[config.mk]
export PLATFORM = sky130hd
export DESIGN_NAME = kalman_cv_position_velocity_tracker_core
export DESIGN_NICKNAME = d
export VERILOG_FILES = /design/src/hdl/kcv_pkg.sv /design/src/hdl/kcv_alu.sv /design/src/hdl/kalman_cv_position_velocity_tracker_core.sv
export SDC_FILE = /design/constraint.sdc
export NUM_CORES = 2
export LEC_CHECK = 0
export BUFFER_PORTS_ARGS = -buffer_cell sky130_fd_sc_hd__buf_2
export CAP_MARGIN = 20
export CORE_MARGIN = 8
export CORE_UTILIZATION = 38
export CTS_CLUSTER_SIZE = 14
export DETAILED_ROUTE_END_ITERATION = 6
export HOLD_SLACK_MARGIN = 0.08
export SYNTH_ARGS = -nofsm -noshare
export SYNTH_HDL_FRONTEND = slang
export SYNTH_SLANG_ARGS = --single-unit
[constraint.sdc]
create_clock -name clock -period 15.3 [get_ports clock]
set_clock_uncertainty 0.15 [all_clocks]
set_input_delay 3.06 -clock clock [delete_from_list [all_inputs] [get_ports clock]]
set_output_delay 3.06 -clock clock [all_outputs]
set_load 0.005 [all_outputs]
[src/hdl/kcv_pkg.sv]
// shared types, codes and the micro-program of the constant-velocity tracker
package kcv_pkg;

   // operation codes of the shared arithmetic unit
   typedef enum logic [1:0] {
      OP_ADD,
      OP_SUB,
      OP_MUL,
      OP_DIV
   } alu_op_type;

   // phases of the shared arithmetic unit
   typedef enum logic [1:0] {
      AL_IDLE,
      AL_MUL,
      AL_DIV,
      AL_FIN
   } alu_phase_type;

   // sequencer states
   typedef enum logic [1:0] {
      ST_IDLE,
      ST_ISSUE,
      ST_WAIT,
      ST_DONE
   } seq_state_type;

   // operand and destination selects of the working registers
   typedef enum logic [4:0] {
      R_DT, R_QP, R_QV, R_R, R_Z,
      R_POS, R_VEL, R_PP, R_PV, R_VP, R_VV,
      R_XP, R_P00, R_P01, R_P10, R_P11,
      R_Y, R_S, R_K0, R_K1, R_T0, R_T1, R_ONE
   } reg_sel_type;

   // request from sequencer to arithmetic unit
   typedef struct packed {
      logic       start;
      alu_op_type op;
   } alu_req_type;

   // status from arithmetic unit to sequencer
   typedef struct packed {
      logic done;
      logic sat;
   } alu_rsp_type;

   // one micro-instruction
   typedef struct packed {
      alu_op_type  op;
      reg_sel_type a;
      reg_sel_type b;
      reg_sel_type dst;
   } uop_type;

   localparam int unsigned STEP_BITS = 5;
   localparam logic [STEP_BITS-1:0] LAST_STEP = 5'd27;

   // predict then update, one arithmetic operation per step
   function automatic uop_type program_step(input logic [STEP_BITS-1:0] step);
      uop_type u;
      case (step)
         5'd0:    u = '{OP_MUL, R_DT,  R_VEL, R_T0};
         5'd1:    u = '{OP_ADD, R_POS, R_T0,  R_XP};
         5'd2:    u = '{OP_ADD, R_PV,  R_VP,  R_T0};
         5'd3:    u = '{OP_MUL, R_DT,  R_T0,  R_T0};
         5'd4:    u = '{OP_ADD, R_PP,  R_T0,  R_P00};
         5'd5:    u = '{OP_MUL, R_DT,  R_DT,  R_T0};
         5'd6:    u = '{OP_MUL, R_T0,  R_VV,  R_T0};
         5'd7:    u = '{OP_ADD, R_P00, R_T0,  R_P00};
         5'd8:    u = '{OP_ADD, R_P00, R_QP,  R_P00};
         5'd9:    u = '{OP_MUL, R_DT,  R_VV,  R_T0};
         5'd10:   u = '{OP_ADD, R_PV,  R_T0,  R_P01};
         5'd11:   u = '{OP_ADD, R_VP,  R_T0,  R_P10};
         5'd12:   u = '{OP_ADD, R_VV,  R_QV,  R_P11};
         5'd13:   u = '{OP_SUB, R_Z,   R_XP,  R_Y};
         5'd14:   u = '{OP_ADD, R_P00, R_R,   R_S};
         5'd15:   u = '{OP_DIV, R_P00, R_S,   R_K0};
         5'd16:   u = '{OP_DIV, R_P10, R_S,   R_K1};
         5'd17:   u = '{OP_MUL, R_K0,  R_Y,   R_T0};
         5'd18:   u = '{OP_ADD, R_XP,  R_T0,  R_POS};
         5'd19:   u = '{OP_MUL, R_K1,  R_Y,   R_T0};
         5'd20:   u = '{OP_ADD, R_VEL, R_T0,  R_VEL};
         5'd21:   u = '{OP_SUB, R_ONE, R_K0,  R_T0};
         5'd22:   u = '{OP_MUL, R_T0,  R_P00, R_PP};
         5'd23:   u = '{OP_MUL, R_T0,  R_P01, R_PV};
         5'd24:   u = '{OP_MUL, R_K1,  R_P00, R_T1};
         5'd25:   u = '{OP_SUB, R_P10, R_T1,  R_VP};
         5'd26:   u = '{OP_MUL, R_K1,  R_P01, R_T1};
         5'd27:   u = '{OP_SUB, R_P11, R_T1,  R_VV};
         default: u = '{OP_ADD, R_T0,  R_T0,  R_T0};
      endcase
      return u;
   endfunction

endpackage

[src/hdl/kcv_alu.sv]
// shared saturating add, subtract, shift-add multiply and restoring divide unit
module kcv_alu #(
   parameter int unsigned WORD_BITS = 32,
   parameter int unsigned FRAC_BITS = 16
) (
   input  logic                        clock,
   input  logic                        reset,
   input  kcv_pkg::alu_req_type        alu_req,
   input  logic signed [WORD_BITS-1:0] opa,
   input  logic signed [WORD_BITS-1:0] opb,
   output kcv_pkg::alu_rsp_type        alu_rsp,
   output logic signed [WORD_BITS-1:0] result
);

   localparam int unsigned NB = WORD_BITS + FRAC_BITS;
   // wide enough for the rounded product and for the full quotient
   localparam int unsigned MW = (NB > 2 * WORD_BITS + 1) ? NB : 2 * WORD_BITS + 1;
   localparam int unsigned CW = $clog2(NB + 1);
   localparam logic [WORD_BITS-1:0] WMAX = {1'b0, {(WORD_BITS-1){1'b1}}};
   localparam logic [WORD_BITS-1:0] WMIN = {1'b1, {(WORD_BITS-1){1'b0}}};
   localparam logic [MW-1:0] HALF = MW'(1) << (FRAC_BITS - 1);
   localparam logic [MW-1:0] POS_LIM = MW'(WMAX);
   localparam logic [MW-1:0] NEG_LIM = MW'(WMIN);

   kcv_pkg::alu_phase_type phase_ff, phase_in;
   logic [CW-1:0]          cnt_ff;
   logic                   neg_ff;
   logic                   done_ff;
   logic                   sat_ff;
   logic [WORD_BITS-1:0]   res_ff;
   logic [WORD_BITS-1:0]   x_ff;
   logic [WORD_BITS-1:0]   y_ff;
   logic [2*WORD_BITS-1:0] acc_ff;
   logic [NB-1:0]          num_ff;
   logic [WORD_BITS-1:0]   rem_ff;
   logic [NB-1:0]          quo_ff;
   logic                   div_ff;

   logic [WORD_BITS-1:0] ma, mb;
   logic [WORD_BITS:0]   sum, dif;
   logic [WORD_BITS:0]   r2;
   logic                 ge;
   logic [MW-1:0]        mag, lim, mclip;
   logic                 msat;

   // operand magnitudes and combinational sums
   always_comb begin
      ma  = opa[WORD_BITS-1] ? WORD_BITS'(-opa) : WORD_BITS'(opa);
      mb  = opb[WORD_BITS-1] ? WORD_BITS'(-opb) : WORD_BITS'(opb);
      sum = {opa[WORD_BITS-1], opa} + {opb[WORD_BITS-1], opb};
      dif = {opa[WORD_BITS-1], opa} - {opb[WORD_BITS-1], opb};
   end

   // divider step
   always_comb begin
      r2 = {rem_ff, num_ff[NB-1]};
      ge = r2 >= {1'b0, y_ff};
   end

   // round the product, then clip magnitude to the signed word
   always_comb begin
      if (div_ff) begin
         mag = MW'(quo_ff);
      end else begin
         mag = (MW'({1'b0, acc_ff}) + HALF) >> FRAC_BITS;
      end
      lim   = neg_ff ? NEG_LIM : POS_LIM;
      msat  = mag > lim;
      mclip = msat ? lim : mag;
   end

   // next phase
   always_comb begin
      phase_in = phase_ff;
      unique case (phase_ff)
         kcv_pkg::AL_IDLE: begin
            if (alu_req.start) begin
               if (alu_req.op == kcv_pkg::OP_MUL) begin
                  phase_in = kcv_pkg::AL_MUL;
               end else if (alu_req.op == kcv_pkg::OP_DIV && opb != '0) begin
                  phase_in = kcv_pkg::AL_DIV;
               end
            end
         end
         kcv_pkg::AL_MUL, kcv_pkg::AL_DIV: begin
            if (cnt_ff == CW'(1)) phase_in = kcv_pkg::AL_FIN;
         end
         kcv_pkg::AL_FIN: phase_in = kcv_pkg::AL_IDLE;
         default: phase_in = kcv_pkg::AL_IDLE;
      endcase
   end

   // phase and done
   always_ff @(posedge clock) begin
      if (reset) begin
         phase_ff <= kcv_pkg::AL_IDLE;
         done_ff  <= 1'b0;
      end else begin
         phase_ff <= phase_in;
         done_ff  <= (phase_ff == kcv_pkg::AL_FIN) ||
                     (phase_ff == kcv_pkg::AL_IDLE && alu_req.start &&
                      phase_in == kcv_pkg::AL_IDLE);
      end
   end

   // datapath
   always_ff @(posedge clock) begin
      case (phase_ff)
         kcv_pkg::AL_IDLE: begin
            if (alu_req.start) begin
               neg_ff <= opa[WORD_BITS-1] ^ opb[WORD_BITS-1];
               x_ff   <= ma;
               y_ff   <= mb;
               acc_ff <= '0;
               num_ff <= {ma, {FRAC_BITS{1'b0}}};
               rem_ff <= '0;
               quo_ff <= '0;
               case (alu_req.op)
                  kcv_pkg::OP_ADD: begin
                     sat_ff <= sum[WORD_BITS] != sum[WORD_BITS-1];
                     res_ff <= (sum[WORD_BITS] != sum[WORD_BITS-1]) ?
                               (sum[WORD_BITS] ? WMIN : WMAX) : sum[WORD_BITS-1:0];
                  end
                  kcv_pkg::OP_SUB: begin
                     sat_ff <= dif[WORD_BITS] != dif[WORD_BITS-1];
                     res_ff <= (dif[WORD_BITS] != dif[WORD_BITS-1]) ?
                               (dif[WORD_BITS] ? WMIN : WMAX) : dif[WORD_BITS-1:0];
                  end
                  kcv_pkg::OP_MUL: begin
                     div_ff <= 1'b0;
                     cnt_ff <= CW'(WORD_BITS);
                  end
                  default: begin
                     // zero divisor: zero stays zero, else clamp by numerator sign
                     div_ff <= 1'b1;
                     cnt_ff <= CW'(NB);
                     sat_ff <= opa != '0;
                     res_ff <= (opa == '0) ? '0 : (opa[WORD_BITS-1] ? WMIN : WMAX);
                  end
               endcase
            end
         end
         kcv_pkg::AL_MUL: begin
            acc_ff <= (acc_ff << 1) +
                      (x_ff[WORD_BITS-1] ? {{WORD_BITS{1'b0}}, y_ff} : '0);
            x_ff   <= x_ff << 1;
            cnt_ff <= cnt_ff - CW'(1);
         end
         kcv_pkg::AL_DIV: begin
            rem_ff <= ge ? WORD_BITS'(r2 - {1'b0, y_ff}) : r2[WORD_BITS-1:0];
            quo_ff <= {quo_ff[NB-2:0], ge};
            num_ff <= num_ff << 1;
            cnt_ff <= cnt_ff - CW'(1);
         end
         default: begin
            sat_ff <= msat;
            res_ff <= neg_ff ? WORD_BITS'(-mclip[WORD_BITS-1:0]) : mclip[WORD_BITS-1:0];
         end
      endcase
   end

   assign alu_rsp.done = done_ff;
   assign alu_rsp.sat  = sat_ff;
   assign result       = res_ff;

endmodule

[src/hdl/kalman_cv_position_velocity_tracker_core.sv]
// two-state constant-velocity kalman tracker: sequencer, state and shared unit
//
// One position measurement is taken per transfer on req_ and one result
// (position, velocity, innovation, saturation flag) leaves per transfer on
// rsp_. A sequencer runs 28 steps through one shared arithmetic unit: a
// saturating add or subtract, a shift-add multiply or a restoring divide,
// the divide giving a zero or clamped result without iterating when the
// variance sum is zero. The program holds 11 multiplies, 2 divides and 15
// sums on a WORD_BITS word with FRAC_BITS fraction bits, Q16.16 by default.
// A finished item waits in the done state while a previous result still
// waits on rsp_ready. req_ready is high only between items; a finished
// result sits in the output register while the next item starts. The user
// must write csr_ registers only while the block is idle; the block itself
// does not enforce this.
module kalman_cv_position_velocity_tracker_core #(
   parameter int unsigned WORD_BITS = 32,
   parameter int unsigned FRAC_BITS = 16
) (
   input  logic               clock,
   input  logic               reset,
   input  logic               req_valid,
   output logic               req_ready,
   input  logic signed [31:0] req_measurement,
   output logic               rsp_valid,
   input  logic               rsp_ready,
   output logic signed [31:0] rsp_est_pos,
   output logic signed [31:0] rsp_est_vel,
   output logic signed [31:0] rsp_innovation,
   output logic               rsp_saturated,
   input  logic               csr_wr_en,
   input  logic [1:0]         csr_index,
   input  logic [24:0]        csr_wdata
);

   localparam logic [1:0] IDX_DT = 2'd0;
   localparam logic [1:0] IDX_QP = 2'd1;
   localparam logic [1:0] IDX_QV = 2'd2;
   localparam logic [1:0] IDX_R  = 2'd3;
   localparam logic signed [64:0] WMAX  = (65'sd1 <<< (WORD_BITS - 1)) - 65'sd1;
   localparam logic signed [64:0] WMIN  = -WMAX - 65'sd1;
   localparam logic signed [64:0] O_MAX = 65'sd2147483647;
   localparam logic signed [64:0] O_MIN = -O_MAX - 65'sd1;
   localparam logic signed [WORD_BITS-1:0] ONE = WORD_BITS'(1) << FRAC_BITS;

   function automatic logic hit_range(input logic signed [64:0] v,
                                      input logic signed [64:0] lo,
                                      input logic signed [64:0] hi);
      return (v < lo) || (v > hi);
   endfunction

   function automatic logic signed [64:0] fit_range(input logic signed [64:0] v,
                                                   input logic signed [64:0] lo,
                                                   input logic signed [64:0] hi);
      logic signed [64:0] c;
      c = v;
      if (v < lo) c = lo;
      if (v > hi) c = hi;
      return c;
   endfunction

   // configuration registers
   logic [16:0] csr_dt_ff;
   logic [24:0] csr_qp_ff, csr_qv_ff, csr_r_ff;

   always_ff @(posedge clock) begin
      if (reset) begin
         csr_dt_ff <= 17'd6554;
         csr_qp_ff <= 25'd655;
         csr_qv_ff <= 25'd7;
         csr_r_ff  <= 25'd262144;
      end else if (csr_wr_en) begin
         unique case (csr_index)
            IDX_DT:  csr_dt_ff <= csr_wdata[16:0];
            IDX_QP:  csr_qp_ff <= csr_wdata;
            IDX_QV:  csr_qv_ff <= csr_wdata;
            IDX_R:   csr_r_ff  <= csr_wdata;
            default: ;
         endcase
      end
   end

   // operands fitted to the word on accept
   logic signed [64:0] dt_w, qp_w, qv_w, r_w, z_w;
   logic               load_sat;

   always_comb begin
      dt_w = 65'(csr_dt_ff);
      qp_w = 65'(csr_qp_ff);
      qv_w = 65'(csr_qv_ff);
      r_w  = 65'(csr_r_ff);
      z_w  = 65'(req_measurement);
      load_sat = hit_range(dt_w, WMIN, WMAX) || hit_range(qp_w, WMIN, WMAX) ||
                 hit_range(qv_w, WMIN, WMAX) || hit_range(r_w, WMIN, WMAX) ||
                 hit_range(z_w, WMIN, WMAX);
   end

   // sequencer
   kcv_pkg::seq_state_type state_ff, state_in;
   logic [kcv_pkg::STEP_BITS-1:0] step_ff;
   kcv_pkg::uop_type     uop;
   kcv_pkg::alu_req_type alu_req;
   kcv_pkg::alu_rsp_type alu_rsp;
   logic signed [WORD_BITS-1:0] opa, opb, alu_result;
   logic load_out;
   logic rsp_valid_ff;

   assign uop = kcv_pkg::program_step(step_ff);

   always_comb begin
      state_in = state_ff;
      unique case (state_ff)
         kcv_pkg::ST_IDLE:  if (req_valid) state_in = kcv_pkg::ST_ISSUE;
         kcv_pkg::ST_ISSUE: state_in = kcv_pkg::ST_WAIT;
         kcv_pkg::ST_WAIT: begin
            if (alu_rsp.done) begin
               state_in = (step_ff == kcv_pkg::LAST_STEP) ? kcv_pkg::ST_DONE
                                                          : kcv_pkg::ST_ISSUE;
            end
         end
         kcv_pkg::ST_DONE:  if (!rsp_valid_ff || rsp_ready) state_in = kcv_pkg::ST_IDLE;
         default: state_in = kcv_pkg::ST_IDLE;
      endcase
   end

   always_comb begin
      req_ready     = state_ff == kcv_pkg::ST_IDLE;
      alu_req.start = state_ff == kcv_pkg::ST_ISSUE;
      alu_req.op    = uop.op;
      load_out      = (state_ff == kcv_pkg::ST_DONE) && (!rsp_valid_ff || rsp_ready);
   end

   always_ff @(posedge clock) begin
      if (reset) begin
         state_ff <= kcv_pkg::ST_IDLE;
         step_ff  <= '0;
      end else begin
         state_ff <= state_in;
         if (state_ff == kcv_pkg::ST_IDLE) begin
            step_ff <= '0;
         end else if (state_ff == kcv_pkg::ST_WAIT && alu_rsp.done) begin
            step_ff <= step_ff + kcv_pkg::STEP_BITS'(1);
         end
      end
   end

   // working registers
   logic signed [WORD_BITS-1:0] dt_ff, qp_ff, qv_ff, r_ff, z_ff;
   logic signed [WORD_BITS-1:0] pos_ff, vel_ff, pp_ff, pv_ff, vp_ff, vv_ff;
   logic signed [WORD_BITS-1:0] xp_ff, p00_ff, p01_ff, p10_ff, p11_ff;
   logic signed [WORD_BITS-1:0] y_ff, s_ff, k0_ff, k1_ff, t0_ff, t1_ff;
   logic sat_ff;

   function automatic logic signed [WORD_BITS-1:0] pick(
      input kcv_pkg::reg_sel_type sel,
      input logic signed [WORD_BITS-1:0] dt, qp, qv, r, z, pos, vel, pp, pv, vp, vv,
      input logic signed [WORD_BITS-1:0] xp, p00, p01, p10, p11, y, s, k0, k1, t0, t1);
      logic signed [WORD_BITS-1:0] v;
      unique case (sel)
         kcv_pkg::R_DT:  v = dt;
         kcv_pkg::R_QP:  v = qp;
         kcv_pkg::R_QV:  v = qv;
         kcv_pkg::R_R:   v = r;
         kcv_pkg::R_Z:   v = z;
         kcv_pkg::R_POS: v = pos;
         kcv_pkg::R_VEL: v = vel;
         kcv_pkg::R_PP:  v = pp;
         kcv_pkg::R_PV:  v = pv;
         kcv_pkg::R_VP:  v = vp;
         kcv_pkg::R_VV:  v = vv;
         kcv_pkg::R_XP:  v = xp;
         kcv_pkg::R_P00: v = p00;
         kcv_pkg::R_P01: v = p01;
         kcv_pkg::R_P10: v = p10;
         kcv_pkg::R_P11: v = p11;
         kcv_pkg::R_Y:   v = y;
         kcv_pkg::R_S:   v = s;
         kcv_pkg::R_K0:  v = k0;
         kcv_pkg::R_K1:  v = k1;
         kcv_pkg::R_T0:  v = t0;
         kcv_pkg::R_T1:  v = t1;
         default:        v = ONE;
      endcase
      return v;
   endfunction

   // operand select
   always_comb begin
      opa = pick(uop.a, dt_ff, qp_ff, qv_ff, r_ff, z_ff, pos_ff, vel_ff, pp_ff, pv_ff,
                 vp_ff, vv_ff, xp_ff, p00_ff, p01_ff, p10_ff, p11_ff, y_ff, s_ff,
                 k0_ff, k1_ff, t0_ff, t1_ff);
      opb = pick(uop.b, dt_ff, qp_ff, qv_ff, r_ff, z_ff, pos_ff, vel_ff, pp_ff, pv_ff,
                 vp_ff, vv_ff, xp_ff, p00_ff, p01_ff, p10_ff, p11_ff, y_ff, s_ff,
                 k0_ff, k1_ff, t0_ff, t1_ff);
   end

   // filter state: reset zeroes position, velocity and the cross terms and sets pp and vv to one
   always_ff @(posedge clock) begin
      if (reset) begin
         pos_ff <= '0;
         vel_ff <= '0;
         pp_ff  <= ONE;
         pv_ff  <= '0;
         vp_ff  <= '0;
         vv_ff  <= ONE;
      end else if (state_ff == kcv_pkg::ST_WAIT && alu_rsp.done) begin
         case (uop.dst)
            kcv_pkg::R_POS: pos_ff <= alu_result;
            kcv_pkg::R_VEL: vel_ff <= alu_result;
            kcv_pkg::R_PP:  pp_ff  <= alu_result;
            kcv_pkg::R_PV:  pv_ff  <= alu_result;
            kcv_pkg::R_VP:  vp_ff  <= alu_result;
            kcv_pkg::R_VV:  vv_ff  <= alu_result;
            default: ;
         endcase
      end
   end

   // step temporaries and the item's operands
   always_ff @(posedge clock) begin
      if (state_ff == kcv_pkg::ST_IDLE && req_valid) begin
         dt_ff <= WORD_BITS'(fit_range(dt_w, WMIN, WMAX));
         qp_ff <= WORD_BITS'(fit_range(qp_w, WMIN, WMAX));
         qv_ff <= WORD_BITS'(fit_range(qv_w, WMIN, WMAX));
         r_ff  <= WORD_BITS'(fit_range(r_w, WMIN, WMAX));
         z_ff  <= WORD_BITS'(fit_range(z_w, WMIN, WMAX));
      end else if (state_ff == kcv_pkg::ST_WAIT && alu_rsp.done) begin
         case (uop.dst)
            kcv_pkg::R_XP:  xp_ff  <= alu_result;
            kcv_pkg::R_P00: p00_ff <= alu_result;
            kcv_pkg::R_P01: p01_ff <= alu_result;
            kcv_pkg::R_P10: p10_ff <= alu_result;
            kcv_pkg::R_P11: p11_ff <= alu_result;
            kcv_pkg::R_Y:   y_ff   <= alu_result;
            kcv_pkg::R_S:   s_ff   <= alu_result;
            kcv_pkg::R_K0:  k0_ff  <= alu_result;
            kcv_pkg::R_K1:  k1_ff  <= alu_result;
            kcv_pkg::R_T0:  t0_ff  <= alu_result;
            kcv_pkg::R_T1:  t1_ff  <= alu_result;
            default: ;
         endcase
      end
   end

   // saturation flag of the item
   always_ff @(posedge clock) begin
      if (reset) begin
         sat_ff <= 1'b0;
      end else if (state_ff == kcv_pkg::ST_IDLE && req_valid) begin
         sat_ff <= load_sat;
      end else if (state_ff == kcv_pkg::ST_WAIT && alu_rsp.done) begin
         sat_ff <= sat_ff | alu_rsp.sat;
      end
   end

   kcv_alu #(
      .WORD_BITS(WORD_BITS),
      .FRAC_BITS(FRAC_BITS)
   ) u_alu (
      .clock  (clock),
      .reset  (reset),
      .alu_req(alu_req),
      .opa    (opa),
      .opb    (opb),
      .alu_rsp(alu_rsp),
      .result (alu_result)
   );

   // output register, fitted to 32 bits
   logic signed [31:0] rsp_pos_ff, rsp_vel_ff, rsp_inn_ff;
   logic               rsp_sat_ff;
   logic signed [64:0] pos_x, vel_x, y_x;

   always_comb begin
      pos_x = 65'(pos_ff);
      vel_x = 65'(vel_ff);
      y_x   = 65'(y_ff);
   end

   always_ff @(posedge clock) begin
      if (load_out) begin
         rsp_pos_ff <= 32'(fit_range(pos_x, O_MIN, O_MAX));
         rsp_vel_ff <= 32'(fit_range(vel_x, O_MIN, O_MAX));
         rsp_inn_ff <= 32'(fit_range(y_x, O_MIN, O_MAX));
         rsp_sat_ff <= sat_ff || hit_range(pos_x, O_MIN, O_MAX) ||
                       hit_range(vel_x, O_MIN, O_MAX) || hit_range(y_x, O_MIN, O_MAX);
      end
   end

   // result transfer
   always_ff @(posedge clock) begin
      if (reset) begin
         rsp_valid_ff <= 1'b0;
      end else if (load_out) begin
         rsp_valid_ff <= 1'b1;
      end else if (rsp_ready) begin
         rsp_valid_ff <= 1'b0;
      end
   end

   assign rsp_valid      = rsp_valid_ff;
   assign rsp_est_pos    = rsp_pos_ff;
   assign rsp_est_vel    = rsp_vel_ff;
   assign rsp_innovation = rsp_inn_ff;
   assign rsp_saturated  = rsp_sat_ff;

endmodule

; After elaboration in Yosys (flattened, before gate mapping)
; Memories as Yosys holds them, arrays and structs flattened. A register that Yosys moved wholly into a read port is not among the register bits.
; Index checks and enable logic that the tools add are counted.
[classes]
add_sub_neg = 10
magnitude_cmp = 18
n_eq_ne = 81
mux = 60
bitwise_logic = 5
n_reduce_logical = 62
[op_table]
columns = cell, count
row1 = $pmux W32 S22, 2
row2 = $mux W32, 23
row3 = $pmux W32 S2, 3
row4 = $pmux W48 S2, 2
row5 = $gt A32 B32 Y1 const B, 4
row6 = $lt A32 B32 Y1 const B, 4
row7 = $pmux W64 S2, 1
row8 = $eq A5 B4 Y1 const B, 24
row9 = $lt A26 B32 Y1 const B, 3
row10 = $mux W48, 2
row11 = $neg A32 Y32, 3
row12 = $pmux W32 S3, 1
row13 = $eq A5 B5 Y1 const B, 19
row14 = $gt A25 B31 Y1 const B, 3
row15 = $add A64 B16 Y65 const B, 1
row16 = $add A64 B64 Y64, 1
row17 = $mux W64, 1
row18 = $reduce_bool A32 Y1, 2
row19 = $eq A5 B3 Y1 const B, 11
row20 = $gt A49 B32 Y1, 1
row21 = $mux W49, 1
row22 = $reduce_and A3 Y1, 15
row23 = $add A32 B32 Y33, 1
row24 = $ge A33 B32 Y1, 1
row25 = other kinds (36), 107
[word_totals]
ff_bits = 1202
romBits = 544
input_bits = 64
elab_cells = 285
mem_count = 1
[mem_list]
columns = name, words, word_bits, rd, rd_ports_with_merged_regs, wr, line_no
row1 = (name not given), 32, 17, 1, 1, 0, kcv_pkg.sv:62  ; case (step)

; Depth between registers and ports, before layout
[logic_depth]
ltp_word = 11
mapped_depth = 28

; Modules after synthesis
; Synthesis repeated with hierarchy kept, for this count alone.
[unflattened]
cells_unflattened = 6015
area_unflattened_um2 = 61026.0
[modules_own_cells]
columns = module, instances, cells_each, area_each_um2, seq_area_each_um2
row1 = kalman_cv_position_velocity_tracker_core, 1, 3373, 37009.2, 23412.5
row2 = kcv_alu, 1, 2642, 24016.8, 8498.2

; Worst setup path before layout
; OpenSTA, ideal clock, no wires.
[synth_path]
kind = flip-flop to flip-flop
startpoint = register u_alu.phase_ff[0]
endpoint = register u_alu.num_ff[16] (enable)
arrival_ps = 8906
required_time_ps = 14412
setup_slack_ps = 5507
path_stages_with_launch = 7
period_less_slack_ps = 9793
cell_sequence = dfxtp_1 -> inv_1 -> ha_1 -> clkbuf_1 -> inv_1 -> clkbuf_1 -> o21ai_0
[synth_between]
elab_chain_len = 3
word_cells_on_any_way = 5
classes_between = eq/ne: 2 / reduce/logical: 3
[synth_rtl]
columns = item, line_no
row1 = start: declaration, kcv_alu.sv:25  ; kcv_pkg::alu_phase_type phase_ff, phase_in;
row2 = start signal: assignment, kcv_alu.sv:96  ; phase_ff <= kcv_pkg::AL_IDLE;
row3 = start signal: assignment, kcv_alu.sv:99  ; phase_ff <= phase_in;
row4 = $logic_not A2 Y1 or $eq A2 B2 Y1 (tied branches), kcv_alu.sv:108  ; case (phase_ff)
row5 = $ne A2 B1 Y1 (no source line) or $reduce_bool A2 Y1 (tied branches), --
row6 = $reduce_and A2 Y1 (no source line) *, --
row7 = end signal: assignment, kcv_alu.sv:115  ; num_ff <= {ma, {FRAC_BITS{1'b0}}};
row8 = end signal: assignment, kcv_alu.sv:152  ; num_ff <= num_ff << 1;
row9 = end: declaration, kcv_alu.sv:34  ; logic [NB-1:0] num_ff;
; Mark *: on every way between the ends. The rest lies on a longest branch, timed or not.
; A chain may end at the register's enable or synchronous reset.

; Worst setup path after layout
[layout_path]
startpoint = register, netlist name uop[9]
endpoint = register u_alu.res_ff[26], in the netlist u_alu.result[26] (data pin)
[layout_between]
elab_chain_len = 8
word_cells_on_any_way = 34
classes_between = add/sub: 2 / eq/ne: 23 / mux: 8 / reduce/logical: 1
[layout_rtl]
columns = item, line_no
row1 = $eq A5 B5 Y1 (tied with other cells), kalman_cv_position_velocity_tracker_core.sv:158  ; unique case (sel)
row2 = $pmux W32 S22 *, kalman_cv_position_velocity_tracker_core.sv:158
row3 = named net opb[0], kalman_cv_position_velocity_tracker_core.sv:103  ; logic signed [WORD_BITS-1:0] opa, opb, alu_result;
row4 = $sub A32 B32 Y33 or $add A32 B32 Y33 (tied branches), "kcv_alu.sv:51, kcv_alu.sv:50"
row5 = $mux W32 (tied with other cells), kcv_alu.sv:127  ; (dif[WORD_BITS] ? WMIN : WMAX) : dif[WORD_BITS-1:0];
row6 = $mux W32 (on tied branches), "kcv_alu.sv:126, kcv_alu.sv:121"
row7 = $pmux W32 S3 *, kcv_alu.sv:118  ; case (alu_req.op)
row8 = $mux W32 *, kcv_alu.sv:110  ; if (alu_req.start) begin
row9 = $pmux W32 S2 *, kcv_alu.sv:108
row10 = end signal: assignment, kcv_alu.sv:121  ; res_ff <= (sum[WORD_BITS] != sum[WORD_BITS-1]) ?
row11 = end signal: assignment, kcv_alu.sv:126  ; res_ff <= (dif[WORD_BITS] != dif[WORD_BITS-1]) ?
row12 = end signal: assignment, kcv_alu.sv:138  ; res_ff <= (opa == '0) ? '0 : (opa[WORD_BITS-1] ? WMIN : WMAX);
row13 = end: declaration, kcv_alu.sv:30  ; logic [WORD_BITS-1:0] res_ff;
; The timed path passes the listed nets; every way through them passes the cells marked *. The select of a mux whose other input is x is not followed.

==> results.md <==
Placement:
- Port buffering added 162 buffers.
- The congestion estimate from routability-driven global placement came to just over 1.
- The sum of net half-perimeters after detailed placement is 180,000 um.
- The total instance count after detailed placement is about 8,000.

Global routing:
- The leftover overflow at the end of global routing is 0.
- Global routing consumed, over all layers together, roughly 29% of the routing resources.
- The number of global-route vias before repair is ~50,000.
- The first global-routing pass estimated roughly 370,000 um of wire.
- Entering global routing, the biggest net connects 95 pins.
- The number of antenna violations at the first check in global routing is 3.

Clock network:
- In this run, post-CTS hold repair placed 0 buffers.
- The quantity of gates resized following cts is 0.
- The clock reaches the later pin of the worst-skew pair after approximately 0.83 ns.
- For this design, the sink count on the clock tree is between 1,000 and 1,500.
- The clock tree root driver cell is sky130_fd_sc_hd__clkbuf_16.
- The clock tree from TritonCTS is yes.
- Once the clock tree was built, the setup fixing pass inserted 0 buffers.
- The buffer levels on the longest clock path is 3.
- After clock tree synthesis, the clock-pin slew on the worst setup and hold paths is roughly 0.060 ns.
- The deepest level of the CTS H-tree is 4.
- The total clock buffers created by CTS is 135.

Floorplan:
- Row generation in the floorplan step produced between 100 and 150 rows.
- The core area is 160,000 um^2.
- Measured along the x axis, the die boundary spans about 420 um.
- The effective utilization at floorplan is between 30% and 40%.
- roughly 160 I/O pins were placed.
- The floorplan step defined a die boundary enclosing 174,000 um^2.
- From bottom edge to top edge, the die measures approximately 420 um.

Detailed routing:
- The per-cell routed wire length is 31.4 um.
- After the first detailed-routing iteration, the DRC count stood at about 7,500.
- For this block, the routed nets add up to roughly 260,000 um of wire.
- The number of vias in the routed layout is between 50,000 and 60,000.
- For this run, design rule violations remaining after detail routing come to 47.
- The number of nets still failing antenna checks after routing is 0.
- The detail-routed via count per cell is between 6 and 7.
- For this run, the detailed router's first-pass iteration total came to 7.

Timing:
- Timing would allow up to approximately 110 MHz.
- The number of failing hold endpoints at the final stage is 0.
- The number of slew-limit violations in the final report was 0.
- The worst slew margin relative to its limit is a little over a fifth.
- For the pin with the worst max-slew slack, the measured transition is between 1 and 1.5 ns.
- Counting I/O delays and the setup requirement, the final critical path takes between 8 and 9 ns.
- Setup violations remaining at the end of the flow were counted as 0.
- Setup repair after global routing left no endpoint under its margin.
- The total negative setup slack is 0 ns.
- After layout, the worst path uses around three fifths of the clock period.

Pwr:
- The cell leakage power is 0.0237 uW.
- The ratio of total power to cell area is 108 nW/um^2.
- The peak supply drop is 0.115 mV.

Outcome:
- The run finished, with violations left.
- The checks that failed: design-rule violations.

Critical path:
- The critical path endpoint category is a flop.
- The category of the worst setup path launch point is a flop.
- Along the worst path, the maximum fanout reaches 21.
- STA puts the critical path data arrival time at slightly above 9 ns.
- At the worst endpoint, the required time is ~16 ns.
- The classification of the worst setup path is flop to flop.
- Setup slack on the worst reg-to-reg path comes out at 6.42 ns.
- On the critical path, the stage with the largest delay is an instance of sky130_fd_sc_hd__o31ai_1.
- The signal on the critical path passes through and3b_1 -> and2_1 -> buf_4 -> a22o_1 -> nor3_1 -> nand2_1 -> ha_1 -> fa_1 -> nor2b_1 -> o221ai_1 -> a211oi_1 -> o311ai_0 -> a211oi_1 -> o21ai_0 -> o31ai_1 -> o31ai_1 -> nand2_1 -> o21ai_0 -> a22oi_1.
- The critical path's largest stage delay is approximately 0.87 ns.

Synth:
- The average cell area after synthesis is between 9 and 10 um^2.
- The number of instances in the synthesized netlist is a little over 6,000.
- The number of synthesized register bits is 1,167.
- The post-synthesis instance area is a little over 60,000 um^2.
- Synthesis instantiated between 90 and 100 different standard cells from the library.
- The net count after synthesis is roughly 6,400.
- The Yosys step of the flow raised 0 warnings.
- The number of flops mapped to enable cells by yosys is between 800 and 900.
- Sequential cells were found to cover 52.3% of the synthesized design area.
- The most common flop cell mapped by yosys is sky130_fd_sc_hd__edfxtp_1.
- The share of async-settable or async-resettable flops after synthesis is 0%.

Job:
- The number of maximum-capacitance constraint violations is 0.

Worst hold path:
- The min-delay analysis places its worst path in the category flop to flop.

Final layout:
- The largest registers in the layout are u_alu.acc_ff: 64 flops, u_alu.quo_ff: 48 flops.
- Compared with the post-synthesis result, the final layout area differs by 12.0%.
- The post-layout instance count excluding filler cells is between 8,000 and 9,000.
- The flip-flop count of the largest register, all copies and words added is 64.
- In the final layout, the share of cells above drive strength 1 is 9.76%.
- The number of nets in the layout is 6,341.
- More flip-flops sit in one register than any other, and that register is u_alu.acc_ff.
power by group:
part / switching [uW] / total (uW) / internal, uW
Clock: 1450 / 3390 / 1930
Combinational: 299 / 448 / 149
Sequential: 100 / 3570 / 3470
critical path: cells and delay by family, from the launching register on:
family	cells	cell delay [ns]
AOI/OAI and AO/OA	10	3.91
and+or+nand+nor	6	2.52
adders and majority gates	2	0.79
DFF	1	0.69
buffers and inverters	1	0.42
cells by family after synthesis:
kind of cell    after synthesis  share of synthesized area, %
compound gates             1630                          17.6
xor+xnor                    218                          3.13
fa+ha+maj                   181                          3.76
buf+inv                     711                          4.49
flops                      1167                          52.3
mux                          46                         0.775
simple gates               2249                          18.0
per-stage QoR:
stage | utilization, % | power, uW | area (um^2) | hold slack, ns | setup slack, ns
after floorplan | - | 3900 | 61000 | 0.258 | 5.51
after global placement | 39.8 | 4070 | 63600 | 0.262 | 7.06
after detailed placement | 39.8 | 4080 | 63700 | 0.263 | 6.78
after CTS | 42.7 | 7440 | 68300 | 0.274 | 6.71
after global routing | 42.7 | 7620 | 68300 | 0.281 | 6.21
final | 42.7 | 7410 | 68300 | 0.271 | 6.42
synthesized netlist by cell type (all sizes together) (13+ instances only):
master   count  area share (%)
a221oi      13            0.19
xnor2      156             2.2
o21bai      19            0.23
dfxtp      313              10
nand2      880             5.4
and4        13            0.19
nand3b      23            0.28
inv        161            0.99
nor3        92            0.77
xor2        62            0.89
nor4        53            0.56
a21oi      477             3.9
o21a        34            0.42
or3         62            0.64
a21o        43            0.53
ha         177             3.6
mux2i       36            0.59
nor2b       49            0.50
a31oi       37            0.38
a222oi      20            0.33
o31ai       34            0.42
a211oi      29            0.36
nand4      149             1.5
o211ai      30            0.37
clkbuf     489             3.0
edfxtp     854              42
and3       119             1.2
a22oi      512             6.3
or4         19            0.25
nor2       286             1.8
buf         60            0.48
a2111oi     33            0.53
nand2b      45            0.47
o21ai      239             2.0
nand3      262             2.1
or2         14            0.14
and2       138             1.4
cells in the final DEF, fill, tap and decap left out, drive strengths merged, types with 54 or more instances in the layout:
cell,instances
nor3,92
edfxtp,854
inv,169
nand4,149
a22oi,512
buf,305
a21oi,477
dfxtp,313
and2,138
xor2,62
xnor2,156
clkinv,54
ha,177
and3,119
o21ai,239
nand2,880
nor2,286
nand3,262
or3,62
clkbuf,174
layer usage:
metal | part of all wire (%) | wire, um | vias to the layer above | global-route usage (%)
li1 | - | - | 22700 | -
met1 | 39 | 102000 | 25700 | 37.0
met2 | 44 | 114000 | 3441 | 44.3
met3 | 11 | 27800 | 908 | 7.66
met4 | 6.5 | 16900 | 2 | 15.1
met5 | 0.0031 | 8 | - | 0
path summary, 6_finish.rpt:
kind	startpoint	end	cells after the start
worst max-delay path	uop[9]$_DFF_P_	u_alu.result[26]$_DFFE_PP_	19
worst min-delay path	csr_r_ff[13]$_SDFFE_PP0P_	r_ff[13]$_DFFE_PP_	0
worst max register to register	uop[9]$_DFF_P_	u_alu.result[26]$_DFFE_PP_	19
worst min register to register	csr_r_ff[13]$_SDFFE_PP0P_	r_ff[13]$_DFFE_PP_	0
area by class of cell:
class                      instances  area, um^2
fill                           15400       91700
sequential                      1167       31900
multi-input combinational       4324       26600
clock buffer                     173        3620
tap                             2086        2610
timing repair buffer             306        1910
clock inverter                    76        1000
inverter                         162         608
antenna                            3        7.51
No activity file was read; power rests on OpenSTA's default activity.
